**src/rtl/core/ctms_pkg.sv**
```systemverilog
// Shared types and constants for the capacitive touch matrix scanner.
// Used by ctms_measure and capacitive_touch_matrix_scanner; no dependencies.
package ctms_pkg;

  typedef enum logic [2:0] {
    PH_IDLE,
    PH_CAL1,
    PH_CAL2,
    PH_SCAN1,
    PH_SCAN2
  } phase_e;

  // Input word kinds.
  localparam logic [1:0] KIND_TICK  = 2'd0;
  localparam logic [1:0] KIND_START = 2'd1;
  localparam logic [1:0] KIND_STOP  = 2'd2;

  // Configuration register indexes.
  localparam int unsigned CfgIdxW  = 3;
  localparam int unsigned CfgDataW = 64;
  localparam logic [CfgIdxW-1:0] CFG_COUNT_LIMIT  = 3'd0;
  localparam logic [CfgIdxW-1:0] CFG_THR_SCALE    = 3'd1;
  localparam logic [CfgIdxW-1:0] CFG_CAP_ROW_MASK = 3'd2;
  localparam logic [CfgIdxW-1:0] CFG_CAL_TICKS    = 3'd3;
  localparam logic [CfgIdxW-1:0] CFG_PRESSED_LVL  = 3'd4;
  localparam logic [CfgIdxW-1:0] CFG_DRIVE_POL    = 3'd5;
  localparam logic [CfgIdxW-1:0] CFG_PIN_PRESENT  = 3'd6;

  // Register values after reset.
  localparam logic [7:0]  RST_COUNT_LIMIT = 8'd250;
  localparam logic [2:0]  RST_THR_SCALE   = 3'd2;
  localparam logic [15:0] RST_CAL_TICKS   = 16'd100;
  localparam logic [63:0] RST_PIN_PRESENT = '1;

  // One tick of a charge-time measurement.
  typedef struct packed {
    logic       drive;
    logic       half_switch;
    logic       done;
    logic [7:0] count;
    logic [8:0] edge_next;
  } meas_t;

  // One result word.
  typedef struct packed {
    logic       drive_level;
    logic [2:0] row_index;
    logic [7:0] row_value;
    logic       row_valid;
    logic       scan_done;
    logic       matrix_changed;
    logic       calibrating;
    logic [7:0] active_capacitive_rows;
  } result_t;

  // Lowest set bit of v: bit 3 set when v is zero, else bits 2:0 give its index.
  function automatic logic [3:0] first_set(input logic [7:0] v);
    logic [3:0] r;
    r = 4'b1000;
    for (int i = 7; i >= 0; i--) begin
      if (v[i]) begin
        r = {1'b0, 3'(i)};
      end
    end
    return r;
  endfunction

endpackage

```
**src/rtl/core/capacitive_touch_matrix_scanner.sv**
```systemverilog
// Top level of the capacitive touch matrix scanner: control state, calibration,
// row scan and the output register with skid stage. Depends on ctms_pkg, ctms_measure.
//
//   channel | direction | handshake               | payload
//   in      | input     | in_valid_i / in_stall_o  | kind_i, sense_level_i, column_levels_i
//   out     | output    | out_valid_o / out_stall_i| drive_level_o .. active_capacitive_rows_o
//   cfg     | input     | cfg_we_i                 | cfg_index_i, cfg_wdata_i
//
// One tick word is accepted per clock while the skid register is empty; its result
// word is registered and shows on the next cycle unless the output is stalled.
// All per-tick work is one pass through the measurement step and row logic.
// A skid register behind the output register keeps input accepting for one
// extra word while the output is stalled; in_stall_o rises once the skid is full.
// Reset clears all control state, thresholds and matrices, and loads configuration reset values.
module capacitive_touch_matrix_scanner #(
  parameter int unsigned ROWS = 8,
  parameter int unsigned COLS = 8
) (
  input  logic                          clk_i,
  input  logic                          rst_ni,
  input  logic                          in_valid_i,
  output logic                          in_stall_o,
  input  logic [1:0]                    kind_i,
  input  logic                          sense_level_i,
  input  logic [7:0]                    column_levels_i,
  output logic                          out_valid_o,
  input  logic                          out_stall_i,
  output logic                          drive_level_o,
  output logic [2:0]                    row_index_o,
  output logic [7:0]                    row_value_o,
  output logic                          row_valid_o,
  output logic                          scan_done_o,
  output logic                          matrix_changed_o,
  output logic                          calibrating_o,
  output logic [7:0]                    active_capacitive_rows_o,
  input  logic                          cfg_we_i,
  input  logic [ctms_pkg::CfgIdxW-1:0]  cfg_index_i,
  input  logic [ctms_pkg::CfgDataW-1:0] cfg_wdata_i
);

  localparam int unsigned RowIdxW  = (ROWS > 1) ? $clog2(ROWS) : 1;
  localparam logic [7:0]  RowsMask = 8'((9'd1 << ROWS) - 9'd1);
  localparam logic [2:0]  LastRow  = 3'(ROWS - 1);

  // Configuration registers.
  logic [7:0]  count_limit_q;
  logic [2:0]  thr_scale_q;
  logic [7:0]  cap_mask_q;
  logic [15:0] cal_ticks_q;
  logic        pressed_q;
  logic        polarity_q;
  logic [63:0] pin_mask_q;

  always_ff @(posedge clk_i or negedge rst_ni) begin
    if (!rst_ni) begin
      count_limit_q <= ctms_pkg::RST_COUNT_LIMIT;
      thr_scale_q   <= ctms_pkg::RST_THR_SCALE;
      cap_mask_q    <= '0;
      cal_ticks_q   <= ctms_pkg::RST_CAL_TICKS;
      pressed_q     <= 1'b0;
      polarity_q    <= 1'b0;
      pin_mask_q    <= ctms_pkg::RST_PIN_PRESENT;
    end else if (cfg_we_i) begin
      unique case (cfg_index_i)
        ctms_pkg::CFG_COUNT_LIMIT:  count_limit_q <= cfg_wdata_i[7:0];
        ctms_pkg::CFG_THR_SCALE:    thr_scale_q   <= cfg_wdata_i[2:0];
        ctms_pkg::CFG_CAP_ROW_MASK: cap_mask_q    <= cfg_wdata_i[7:0];
        ctms_pkg::CFG_CAL_TICKS:    cal_ticks_q   <= cfg_wdata_i[15:0];
        ctms_pkg::CFG_PRESSED_LVL:  pressed_q     <= cfg_wdata_i[0];
        ctms_pkg::CFG_DRIVE_POL:    polarity_q    <= cfg_wdata_i[0];
        ctms_pkg::CFG_PIN_PRESENT:  pin_mask_q    <= cfg_wdata_i;
        default: ;
      endcase
    end
  end

  // Scanner state.
  ctms_pkg::phase_e phase_q, phase_d;
  logic [2:0]  row_ptr_q, row_ptr_d;
  logic [8:0]  edge_q, edge_d;
  logic [7:0]  cal_max_q, cal_max_d;
  logic [15:0] win_q, win_d;
  logic [7:0]  enabled_q, enabled_d;
  logic        drive_q, drive_d;
  logic [7:0]  thr_q  [ROWS];
  logic [7:0]  thr_d  [ROWS];
  logic [7:0]  scan_q [ROWS];
  logic [7:0]  scan_d [ROWS];
  logic [7:0]  prev_q [ROWS];
  logic [7:0]  prev_d [ROWS];

  logic                 accept;
  logic [RowIdxW-1:0]   row_sel;
  ctms_pkg::meas_t      meas;
  ctms_pkg::result_t    res;
  logic [15:0]          win_inc;
  logic [7:0]           max_new;
  logic [10:0]          prod;
  logic [7:0]           thr_val;
  logic [7:0]           direct_row;
  logic [7:0]           above_mask;
  logic [3:0]           first_en;
  logic [3:0]           next_en;
  logic [2:0]           row_out;
  logic [7:0]           rv;
  logic                 finished;
  logic                 changed;
  logic                 sdone;

  assign row_sel = row_ptr_q[RowIdxW-1:0];

  ctms_measure u_measure (
    .second_i      ((phase_q == ctms_pkg::PH_CAL2) || (phase_q == ctms_pkg::PH_SCAN2)),
    .sense_i       (sense_level_i),
    .polarity_i    (polarity_q),
    .edge_cnt_i    (edge_q),
    .count_limit_i (count_limit_q),
    .meas_o        (meas)
  );

  assign win_inc    = (win_q == 16'hFFFF) ? win_q : win_q + 16'd1;
  assign max_new    = (meas.count > cal_max_q) ? meas.count : cal_max_q;
  assign prod       = 11'(max_new) * 11'(thr_scale_q);
  assign thr_val    = (|prod[10:8]) ? 8'hFF : prod[7:0];
  assign above_mask = ~((8'd2 << row_ptr_q) - 8'd1);
  assign first_en   = ctms_pkg::first_set(cap_mask_q & RowsMask);

  // Direct row: a bit per present pin whose level matches the pressed level.
  always_comb begin
    direct_row = '0;
    for (int c = 0; c < COLS; c++) begin
      direct_row[c] = pin_mask_q[{row_ptr_q, 3'(c)}] & ~(column_levels_i[c] ^ pressed_q);
    end
  end

  always_comb begin
    phase_d   = phase_q;
    row_ptr_d = row_ptr_q;
    edge_d    = edge_q;
    cal_max_d = cal_max_q;
    win_d     = win_q;
    enabled_d = enabled_q;
    drive_d   = drive_q;
    thr_d     = thr_q;
    scan_d    = scan_q;
    prev_d    = prev_q;
    row_out   = row_ptr_q;
    rv        = '0;
    finished  = 1'b0;
    changed   = 1'b0;
    sdone     = 1'b0;
    next_en   = 4'b1000;

    case (kind_i)
      ctms_pkg::KIND_START: begin
        for (int r = 0; r < ROWS; r++) begin
          thr_d[r] = '0;
        end
        enabled_d = cap_mask_q & RowsMask;
        edge_d    = '0;
        win_d     = '0;
        cal_max_d = '0;
        if (!first_en[3]) begin
          phase_d   = ctms_pkg::PH_CAL1;
          row_ptr_d = first_en[2:0];
        end else begin
          phase_d   = ctms_pkg::PH_SCAN1;
          row_ptr_d = '0;
        end
        row_out = row_ptr_d;
      end
      ctms_pkg::KIND_STOP: begin
        phase_d   = ctms_pkg::PH_IDLE;
        row_ptr_d = '0;
        edge_d    = '0;
        win_d     = '0;
        row_out   = '0;
      end
      default: begin
        unique case (phase_q) inside
          ctms_pkg::PH_CAL1, ctms_pkg::PH_CAL2: begin
            win_d   = win_inc;
            drive_d = meas.drive;
            edge_d  = meas.edge_next;
            if (meas.half_switch) begin
              phase_d = ctms_pkg::PH_CAL2;
            end
            if (meas.done) begin
              phase_d   = ctms_pkg::PH_CAL1;
              cal_max_d = max_new;
              if (win_inc >= cal_ticks_q) begin
                // Window over: a row whose maximum count reaches the limit is not a sensor.
                if (max_new == count_limit_q) begin
                  enabled_d[row_ptr_q] = 1'b0;
                end else begin
                  thr_d[row_sel] = thr_val;
                end
                win_d     = '0;
                cal_max_d = '0;
                edge_d    = '0;
                next_en   = ctms_pkg::first_set(enabled_d & above_mask);
                if (!next_en[3]) begin
                  phase_d   = ctms_pkg::PH_CAL1;
                  row_ptr_d = next_en[2:0];
                end else begin
                  phase_d   = ctms_pkg::PH_SCAN1;
                  row_ptr_d = '0;
                end
              end
            end
          end
          ctms_pkg::PH_SCAN1, ctms_pkg::PH_SCAN2: begin
            if (enabled_q[row_ptr_q]) begin
              drive_d = meas.drive;
              edge_d  = meas.edge_next;
              if (meas.half_switch) begin
                phase_d = ctms_pkg::PH_SCAN2;
              end
              if (meas.done) begin
                phase_d  = ctms_pkg::PH_SCAN1;
                rv       = {8{meas.count > thr_q[row_sel]}};
                finished = 1'b1;
              end
            end else begin
              rv       = direct_row;
              phase_d  = ctms_pkg::PH_SCAN1;
              finished = 1'b1;
            end
            if (finished) begin
              scan_d[row_sel] = rv;
              if (row_ptr_q == LastRow) begin
                sdone = 1'b1;
                for (int r = 0; r < ROWS; r++) begin
                  if (scan_d[r] != prev_q[r]) begin
                    changed = 1'b1;
                  end
                end
                prev_d    = scan_d;
                row_ptr_d = '0;
              end else begin
                row_ptr_d = row_ptr_q + 3'd1;
              end
            end
          end
          default: ;
        endcase
      end
    endcase

    res.drive_level            = drive_d;
    res.row_index              = row_out;
    res.row_value              = rv;
    res.row_valid              = finished;
    res.scan_done              = sdone;
    res.matrix_changed         = changed;
    res.calibrating            = (phase_d == ctms_pkg::PH_CAL1) ||
                                 (phase_d == ctms_pkg::PH_CAL2);
    res.active_capacitive_rows = enabled_d;
  end

  always_ff @(posedge clk_i or negedge rst_ni) begin
    if (!rst_ni) begin
      phase_q   <= ctms_pkg::PH_IDLE;
      row_ptr_q <= '0;
      edge_q    <= '0;
      cal_max_q <= '0;
      win_q     <= '0;
      enabled_q <= '0;
      drive_q   <= 1'b0;
      for (int r = 0; r < ROWS; r++) begin
        thr_q[r]  <= '0;
        scan_q[r] <= '0;
        prev_q[r] <= '0;
      end
    end else if (accept) begin
      phase_q   <= phase_d;
      row_ptr_q <= row_ptr_d;
      edge_q    <= edge_d;
      cal_max_q <= cal_max_d;
      win_q     <= win_d;
      enabled_q <= enabled_d;
      drive_q   <= drive_d;
      thr_q     <= thr_d;
      scan_q    <= scan_d;
      prev_q    <= prev_d;
    end
  end

  // Output register with one skid word behind it.
  ctms_pkg::result_t out_q, skid_q;
  logic out_valid_q, skid_valid_q;
  logic out_free;

  assign in_stall_o = skid_valid_q;
  assign accept     = in_valid_i & ~skid_valid_q;
  assign out_free   = ~out_valid_q | ~out_stall_i;

  always_ff @(posedge clk_i or negedge rst_ni) begin
    if (!rst_ni) begin
      out_valid_q  <= 1'b0;
      skid_valid_q <= 1'b0;
    end else if (out_free) begin
      out_valid_q  <= skid_valid_q | accept;
      skid_valid_q <= 1'b0;
    end else if (accept) begin
      skid_valid_q <= 1'b1;
    end
  end

  always_ff @(posedge clk_i) begin
    if (out_free) begin
      if (skid_valid_q) begin
        out_q <= skid_q;
      end else if (accept) begin
        out_q <= res;
      end
    end else if (accept) begin
      skid_q <= res;
    end
  end

  assign out_valid_o              = out_valid_q;
  assign drive_level_o            = out_q.drive_level;
  assign row_index_o              = out_q.row_index;
  assign row_value_o              = out_q.row_value;
  assign row_valid_o              = out_q.row_valid;
  assign scan_done_o              = out_q.scan_done;
  assign matrix_changed_o         = out_q.matrix_changed;
  assign calibrating_o            = out_q.calibrating;
  assign active_capacitive_rows_o = out_q.active_capacitive_rows;

endmodule

```
**src/rtl/core/ctms_measure.sv**
```systemverilog
// Single-tick step of the charge-time measurement: drive level, half switch,
// finish detection and the next edge count. Depends on ctms_pkg.
module ctms_measure (
  input  logic             second_i,
  input  logic             sense_i,
  input  logic             polarity_i,
  input  logic [8:0]       edge_cnt_i,
  input  logic [7:0]       count_limit_i,
  output ctms_pkg::meas_t  meas_o
);

  logic [8:0] edge_inc;
  logic       over;

  assign edge_inc = edge_cnt_i + 9'd1;
  assign over     = edge_inc > {1'b0, count_limit_i};

  always_comb begin
    meas_o             = '0;
    meas_o.edge_next   = edge_cnt_i;
    if (!second_i) begin
      meas_o.drive = polarity_i;
      if (sense_i == polarity_i) begin
        // The pin followed: move to the return half without counting.
        meas_o.half_switch = 1'b1;
      end else begin
        meas_o.edge_next = edge_inc;
        if (over) begin
          meas_o.done  = 1'b1;
          meas_o.count = count_limit_i;
        end
      end
    end else begin
      meas_o.drive = ~polarity_i;
      if (sense_i != polarity_i) begin
        meas_o.done  = 1'b1;
        meas_o.count = edge_cnt_i[7:0];
      end else begin
        meas_o.edge_next = edge_inc;
        if (over) begin
          meas_o.done  = 1'b1;
          meas_o.count = count_limit_i;
        end
      end
    end
    if (meas_o.done) begin
      meas_o.edge_next = '0;
    end
  end

endmodule
```
**config.mk**
```make
export PLATFORM = sky130hd
export DESIGN_NAME = capacitive_touch_matrix_scanner
export DESIGN_NICKNAME = d
export VERILOG_FILES = /design/src/rtl/core/ctms_pkg.sv /design/src/rtl/core/capacitive_touch_matrix_scanner.sv /design/src/rtl/core/ctms_measure.sv
export SDC_FILE = /design/constraint.sdc
export NUM_CORES = 1
export LEC_CHECK = 0
export BUFFER_PORTS_ARGS = -buffer_cell sky130_fd_sc_hd__buf_2
export CAP_MARGIN = 10
export CORE_MARGIN = 10
export CORE_UTILIZATION = 50
export DETAILED_ROUTE_END_ITERATION = 10
export PLACE_DENSITY = 0.8
export SLEW_MARGIN = 20
export SYNTH_ARGS = -nofsm -noshare
export SYNTH_HDL_FRONTEND = slang
export SYNTH_HIERARCHICAL = 1
export SYNTH_SLANG_ARGS = --single-unit
```
**constraint.sdc**
```tcl
create_clock -name clk_i -period 7.5 [get_ports clk_i]
set_clock_uncertainty 0.1 [all_clocks]
set_input_delay 0.375 -clock clk_i [delete_from_list [all_inputs] [get_ports clk_i]]
set_output_delay 0.375 -clock clk_i [all_outputs]
set_load 0.02 [all_outputs]
```
==> impl_metrics.ini, run 1 <==
[synth]
yosysTopAreaCell = dfrtp_1
ys_top_cells_by_area = dfrtp_1, dfstp_2, mux2_2
synth-edff-count = 48
syn_area_per_cell_um2 = 9.868
syn_inst = 2287
ys_warn_count = 6
synth_top_area_frac = 0.2983
ys_types = 88
ys_seq_elements = 391
syn_area_um2 = 22570
synthArstFlopShare = 0.8772
synthFlopType = dfrtp_1
syn_nets = 2438
yosysSeqAreaShare = 0.4483

[worst_setup_path]
cp.arrival_ns = 7.42
worstSetupStartpointType = register
worstSetupEndpointType = register
ff2ff_setup_slack_ns = 0.42
required_ns = 7.84
critPathKind = register to register
crit_fanout = 8
cp_slowest_cell = fa_1
path_common_cell = nand2_1
critPathMaxStageDelay_ns = 0.45

[final_layout]
fin_cells = 3024
nets = 2547
nFillCells = 3594
drive_gt1_frac = 0.1989
areaGrowthSynthToFinish_pct = 13.99

[job]
cap_violations = 0

[sta]
max_slew.worst_pin.slew_ns = 1.182
setup_tns_ns = 0
period_share = 0.9435
min_period_ns = 7.076
hold_viol = 0
setup_viol = 0
max_freq_ghz = 0.1413
final_max_slew_viol_count = 0
maxSlewHeadroom = 0.2103
rsz0062_at_grt = no

[grt]
antenna_found_initial = 3
grt_max_degree = 87
grt_pass1_wl_mm = 108.6
grt_usage = 0.2536
grt_remaining_overflow = 0
grt_pass1_vias = 18966

[drt]
num_vias = 19519
first_pass_iters = 10
post_drt_via_cell_ratio = 6.455
drc = 0
drt_iter0_drc = 2598
ant_nets = 0
post_drt_wl_per_cell_um = 23.35
totalWireLength_mm = 70.62

[power_and_ir_drop]
power_density_nw_per_um2 = 333.0
combinationalPowerShare = 0.413
power.switching_w = 0.003434
vdd_drop_max_mv = 0.2181
intPower_w = 0.005132
power_frac_clock = 0.253
seqPwrFrac = 0.334
switching_share = 0.4009
leakage_nw = 11.06

[status]
status = completed

[placed_design]
place_congestion = 0.9836
hpwl_mm = 47.04
port_buffers = 108
dp.cells = 2891

[clock_network]
cts_tree = yes
cts_buffer_depth = 3
clock_latency_ns = 0.56
clock_sinks = 391
htree_levels = 2
cts-root-buf = clkbuf_16
clk_pin_slew_ns = 0.07
cts_made_buffers = 40

[floorplan]
core_region_area_um2 = 44410
rows = 77
die_x_um = 232.5
pin_count = 109
initial_core_util = 0.5081
die_h_um = 232.5
dieArea_um2 = 54030

[min_path]
hp-class = input port to register
## registers in the layout, indices dropped and copies added, names as in the netlist, 9 cells and up
signal,flops
prev_q,64
scan_q,64
pin_mask_q,64
skid_q,24
edge_q,9
win_q,16
thr_q,64
cal_ticks_q,16
## final timing paths
path,startpoint,end,cells past startpoint
worst max register to register,edge_q[0]$_DFFE_PN0P_,thr_q[59]$_DFFE_PN0P_,33
max in group asynchronous,rst_ni,scan_q[20]$_DFFE_PN0P_,4
worst max-delay path,edge_q[0]$_DFFE_PN0P_,thr_q[59]$_DFFE_PN0P_,33
min in group asynchronous,rst_ni,win_q[13]$_DFFE_PN0P_,2
worst min-delay path,cfg_wdata_i[8],pin_mask_q[8]$_DFFE_PN1P_,2
worst min register to register,prev_q[49]$_DFFE_PN0P_,prev_q[49]$_DFFE_PN0P_,1
## critical path: cells and delay by family, from the launching register on
kind            cells  cell delay, ns
compound gates     11            2.22
xor+xnor            1            0.14
fa+ha+maj           6            1.89
buf+inv             3            0.30
flops               1            0.44
simple gates       12            1.83
## through the flow
step / hold slack [ns] / setup WS (ns) / instance area, µm² / power [W] / util
global route: 0.01056 / 0.01984 / 25720 / 0.008906 / 0.5792
CTS: 0.00002376 / 0.04490 / 25640 / 0.008399 / 0.5772
global placement: 0.3328 / 0.3125 / 23700 / 0.006129 / 0.5336
finish: 0.007107 / 0.4241 / 25730 / 0.008565 / 0.5792
floorplan: -0.02059 / 0.3918 / 22570 / 0.005072 / -
detailed placement: 0.3344 / 0.06948 / 23700 / 0.006208 / 0.5336
## cell usage in the layout (no fill, tap or decap), types with 60 or more instances in the layout
cell type and n:
mux2_2 129, inv_1 82, and3_1 73, nor2_1 228
ha_1 60, a221o_1 64, dfrtp_1 267, nand2_1 180
buf_2 107, o21ai_0 102, dfstp_2 74, a21oi_1 142
xnor2_1 79
## logic make-up after synthesis
group / Yosys count / synth area share
DFF: 391 / 0.4483
muxes: 161 / 0.08139
AOI/OAI and AO/OA: 629 / 0.1957
and+or+nand+nor: 680 / 0.1451
buffers and inverters: 231 / 0.03992
xor gates and xnor gates: 127 / 0.04962
adders and majority gates: 68 / 0.04003
## timing repair
item,CTS,global route
endpoints found under the hold margin,123,0
setup buffers,0,2
endpoints found under the setup margin,0,64
hold buffers,53,0
gates resized for setup,0,15
## final cells by class
| type | instances | area [µm²] | share of cell area |
|---|---|---|---|
| multi-input combinational | 1665 | 11650 | 0.4529 |
| sequential | 391 | 10120 | 0.3934 |
| timing repair buffer | 215 | 1486 | 0.05778 |
| clock buffer | 56 | 1134 | 0.04406 |
| tap | 592 | 740.7 | 0.02879 |
| inverter | 83 | 311.5 | 0.01211 |
| clock inverter | 18 | 272.8 | 0.01060 |
| antenna | 4 | 10.01 | 0.0003891 |
## Yosys cell counts, types with 26 or more instances
cell	count
nand2_1	180
a221o_1	64
xnor2_1	79
a21oi_1	151
ha_1	61
o21ai_0	103
dfstp_2	74
dfrtp_1	269
nor3_1	30
a22oi_1	27
a211oi_1	38
inv_1	83
a22o_1	33
xor2_1	47
edfxtp_1	48
a21o_1	54
mux2_2	129
and3_1	73
mux2i_1	26
o211ai_1	28
clkbuf_1	118
nor2_1	233
## metal layers
| metal | part of all wire | global-route usage | wire [µm] |
|---|---|---|---|
| met4 | 0.054 | 0.1272 | 3802 |
| met2 | 0.46 | 0.4080 | 32740 |
| met3 | 0.10 | 0.04855 | 7103 |
| met1 | 0.38 | 0.3224 | 26970 |
| met5 | 0 | 0 | 0 |
## power by group through the flow
stage                     registers [W]  logic [W]  clock network (W)
after floorplan                 0.00277    0.00230                  0
after global routing            0.00290    0.00375            0.00226
after detailed placement        0.00287    0.00333                  0
after CTS                       0.00284    0.00339            0.00217
after global placement          0.00285    0.00328                  0
final                           0.00286    0.00353            0.00217
Power figures use the tool's default switching activity.
==> run 2: changes to the inputs <==
--- a/config.mk
+++ b/config.mk
@@ -5,6 +5,7 @@
 export SDC_FILE = /design/constraint.sdc
 export NUM_CORES = 1
 export LEC_CHECK = 0
+export ABC_AREA = 1
 export BUFFER_PORTS_ARGS = -buffer_cell sky130_fd_sc_hd__buf_2
 export CAP_MARGIN = 10
 export CORE_MARGIN = 10
==> run 2 against run 1 <==
Against the previous run: maximum frequency increased by 1.9%; setup slack improved by 0.13 ns; synthesized area decreased by 4.9%; register-to-register slack improved by 0.13 ns; via count about the same; utilization increased by 0.21 points; flip-flop and latch count unchanged; global-route usage decreased by 0.50 points; critical path type unchanged.
==> impl_metrics.ini, run 2 <==
[sta]
hold_viol = 0
final_max_slew_viol_count = 0
min_period_ns = 6.944
period_share = 0.9259
setup_viol = 0
rsz0062_at_grt = yes
maxSlewHeadroom = 0.2402
layout_setup_ws_ns = 0.5558
max_slew.worst_pin.slew_ns = 1.133
max_freq_ghz = 0.1440

[synth]
synth_top_area_frac = 0.3135
ys_warn_count = 6
synthFlopType = dfrtp_1
syn_nets = 2839
yosysSeqAreaShare = 0.4712
yosysTopAreaCell = dfrtp_1
ys_top_cells_by_area = dfrtp_1, nand2_1, dfstp_2
syn_inst = 2688
synthArstFlopShare = 0.8772
synth-edff-count = 48
syn_area_per_cell_um2 = 7.987
ys_types = 57
synthTopCellsByCount = nand2_1, inv_1, dfrtp_1, o21ai_0, nor2_1
yosysMostFrequentCell = nand2_1
ys_seq_elements = 391
syn_area_um2 = 21470

[drt]
drc = 0
post_drt_wl_per_cell_um = 18.91
totalWireLength_mm = 64.42
first_pass_iters = 6
m1WireLength_mm = 26.35
dr_wl_met3_mm = 5.749
top_layer = met4
ant_nets = 0
num_vias = 19505
met2WireLength_mm = 29.79
drt_iter0_drc = 2218
post_drt_via_cell_ratio = 5.727

[power_and_ir_drop]
power_density_nw_per_um2 = 405.0
totalPowerFinal_w = 0.009942
power.switching_w = 0.004377
seqPwrFrac = 0.318
intPower_w = 0.005565
vdd_drop_max_mv = 0.2109
power_frac_clock = 0.225
combinationalPowerShare = 0.457
switching_share = 0.4403
leakage_nw = 12.02

[job]
cap_violations = 0

[clock_network]
clock_latency_ns = 0.58
clock_sinks = 391
cts_tree = yes
cts_made_buffers = 43
cts-root-buf = clkbuf_16
htree_levels = 2
cts_buffer_depth = 3
cts-resized-gates = 0
clk_pin_slew_ns = 0.06

[final_layout]
final_common_cell = nand2_1
drive_gt1_frac = 0.1385
nFillCells = 3596
finalInstanceArea_um2 = 24550
diodes = 0
final_cell_mix = nand2_1, inv_1, dfrtp_1
areaGrowthSynthToFinish_pct = 14.35
fin_cells = 3406
nets = 2983

[floorplan]
rows = 75
die_h_um = 227.2
core_region_area_um2 = 42230
dieArea_um2 = 51630
pin_count = 109
die_x_um = 227.2
initial_core_util = 0.5084

[worst_setup_path]
cp_slowest_cell = a21oi_1
worst-path-stages = 39
critPathMaxStageDelay_ns = 0.56
cp.arrival_ns = 7.27
reg2reg_depth = 39
required_ns = 7.83
crit_fanout = 11
worstSetupEndpointType = register
crit_family = simple AND/OR/NAND/NOR gates
cp_num_buf_inv = 4
path_common_cell = nand2_1
ff2ff_setup_slack_ns = 0.56
critPathKind = register to register
worstSetupStartpointType = register

[grt]
grt_pass1_vias = 19351
grt_max_degree = 134
grt_pass1_wl_mm = 102.7
grt_remaining_overflow = 0
grt_usage = 0.2486
antenna_found_initial = 0

[placed_design]
port_buffers = 108
preCtsSetupSlack_ns = 0.7223
hpwl_mm = 41.91
place_congestion = 0.9470
dp.cells = 3266
placed_cell_area_um2 = 22450

[min_path]
hp-class = input port to register
hold_depth = 3

[status]
status = completed
run 2: cell count changes after synthesis, sizes merged, moves of 34 or more:
| cell | change |
|---|---|
| a211oi | -34 |
| a21o | -53 |
| a21oi | -93 |
| a221o | -64 |
| and3 | -73 |
| clkbuf | -70 |
| inv | +306 |
| mux2 | -84 |
| nand2 | +695 |
| nand3 | +103 |
| nor2 | -110 |
| o21ai | +107 |
| o22ai | +105 |
| xnor2 | -70 |
run 2: worst min-delay path, cell delays in order:
cell and delay, ns:
buf_2 0.11, nor2_1 0.08, a31oi_1 0.15
run 2: power by group through the flow:
stage                     registers, W  logic, W  clock network, W
after floorplan                0.00306   0.00323                 0
after global placement         0.00314   0.00423                 0
after detailed placement       0.00317   0.00439                 0
after CTS                      0.00314   0.00445           0.00225
after global routing           0.00322   0.00505           0.00234
final                          0.00316   0.00454           0.00224
run 2: cells by family (layout without fill, tap and decap cells):
family	after synthesis	in the layout	synth area share
and+or+nand+nor	1208	1208	0.2359
buffers and inverters	484	663	0.08934
AOI/OAI and AO/OA	461	461	0.1251
DFF	391	391	0.4712
adders and majority gates	68	68	0.04208
muxes	46	46	0.02413
xor gates and xnor gates	30	30	0.01224
run 2: stage by stage:
step,hold WS [ns],utilization,setup TNS (ns)
3_3_place_gp,0.3536,0.5316,0
4_1_cts,0.06316,0.5811,0
2_1_floorplan,-0.02059,-,0
3_5_place_dp,0.3585,0.5316,0
6_report,0.08375,0.5814,0
5_1_grt,0.1123,0.5814,-3.581
run 2: worst paths after layout:
check,startpoint,end
worst max-delay path,edge_q[0]$_DFFE_PN0P_,thr_q[61]$_DFFE_PN0P_
worst min-delay path,cfg_index_i[1],polarity_q$_DFFE_PN0P_
worst max register to register,edge_q[0]$_DFFE_PN0P_,thr_q[61]$_DFFE_PN0P_
worst min register to register,scan_q[63]$_DFFE_PN0P_,scan_q[63]$_DFFE_PN0P_
max in group asynchronous,rst_ni,thr_q[20]$_DFFE_PN0P_
min in group asynchronous,rst_ni,cal_ticks_q[0]$_DFFE_PN0P_
run 2: metal layers:
metal  GRT usage  vias to the layer above
met4      0.1075                        0
met2      0.4006                      950
met3     0.05495                      178
met1      0.3175                     9322
met5           0                        -
li1            -                     9055
run 2: area by class of cell:
class,count,area (µm²),area share
clock buffer,58,1225,0.04990
clock inverter,22,262.8,0.01070
inverter,394,1479,0.06024
multi-input combinational,1813,9470,0.3858
sequential,391,10120,0.4121
tap,539,674.4,0.02747
timing repair buffer,189,1321,0.05382
run 2: repair_timing:
item,CTS,global route
buffers inserted,0,0
endpoints found under the setup margin,0,43
hold endpoints to repair,130,0
hold buffers,60,0
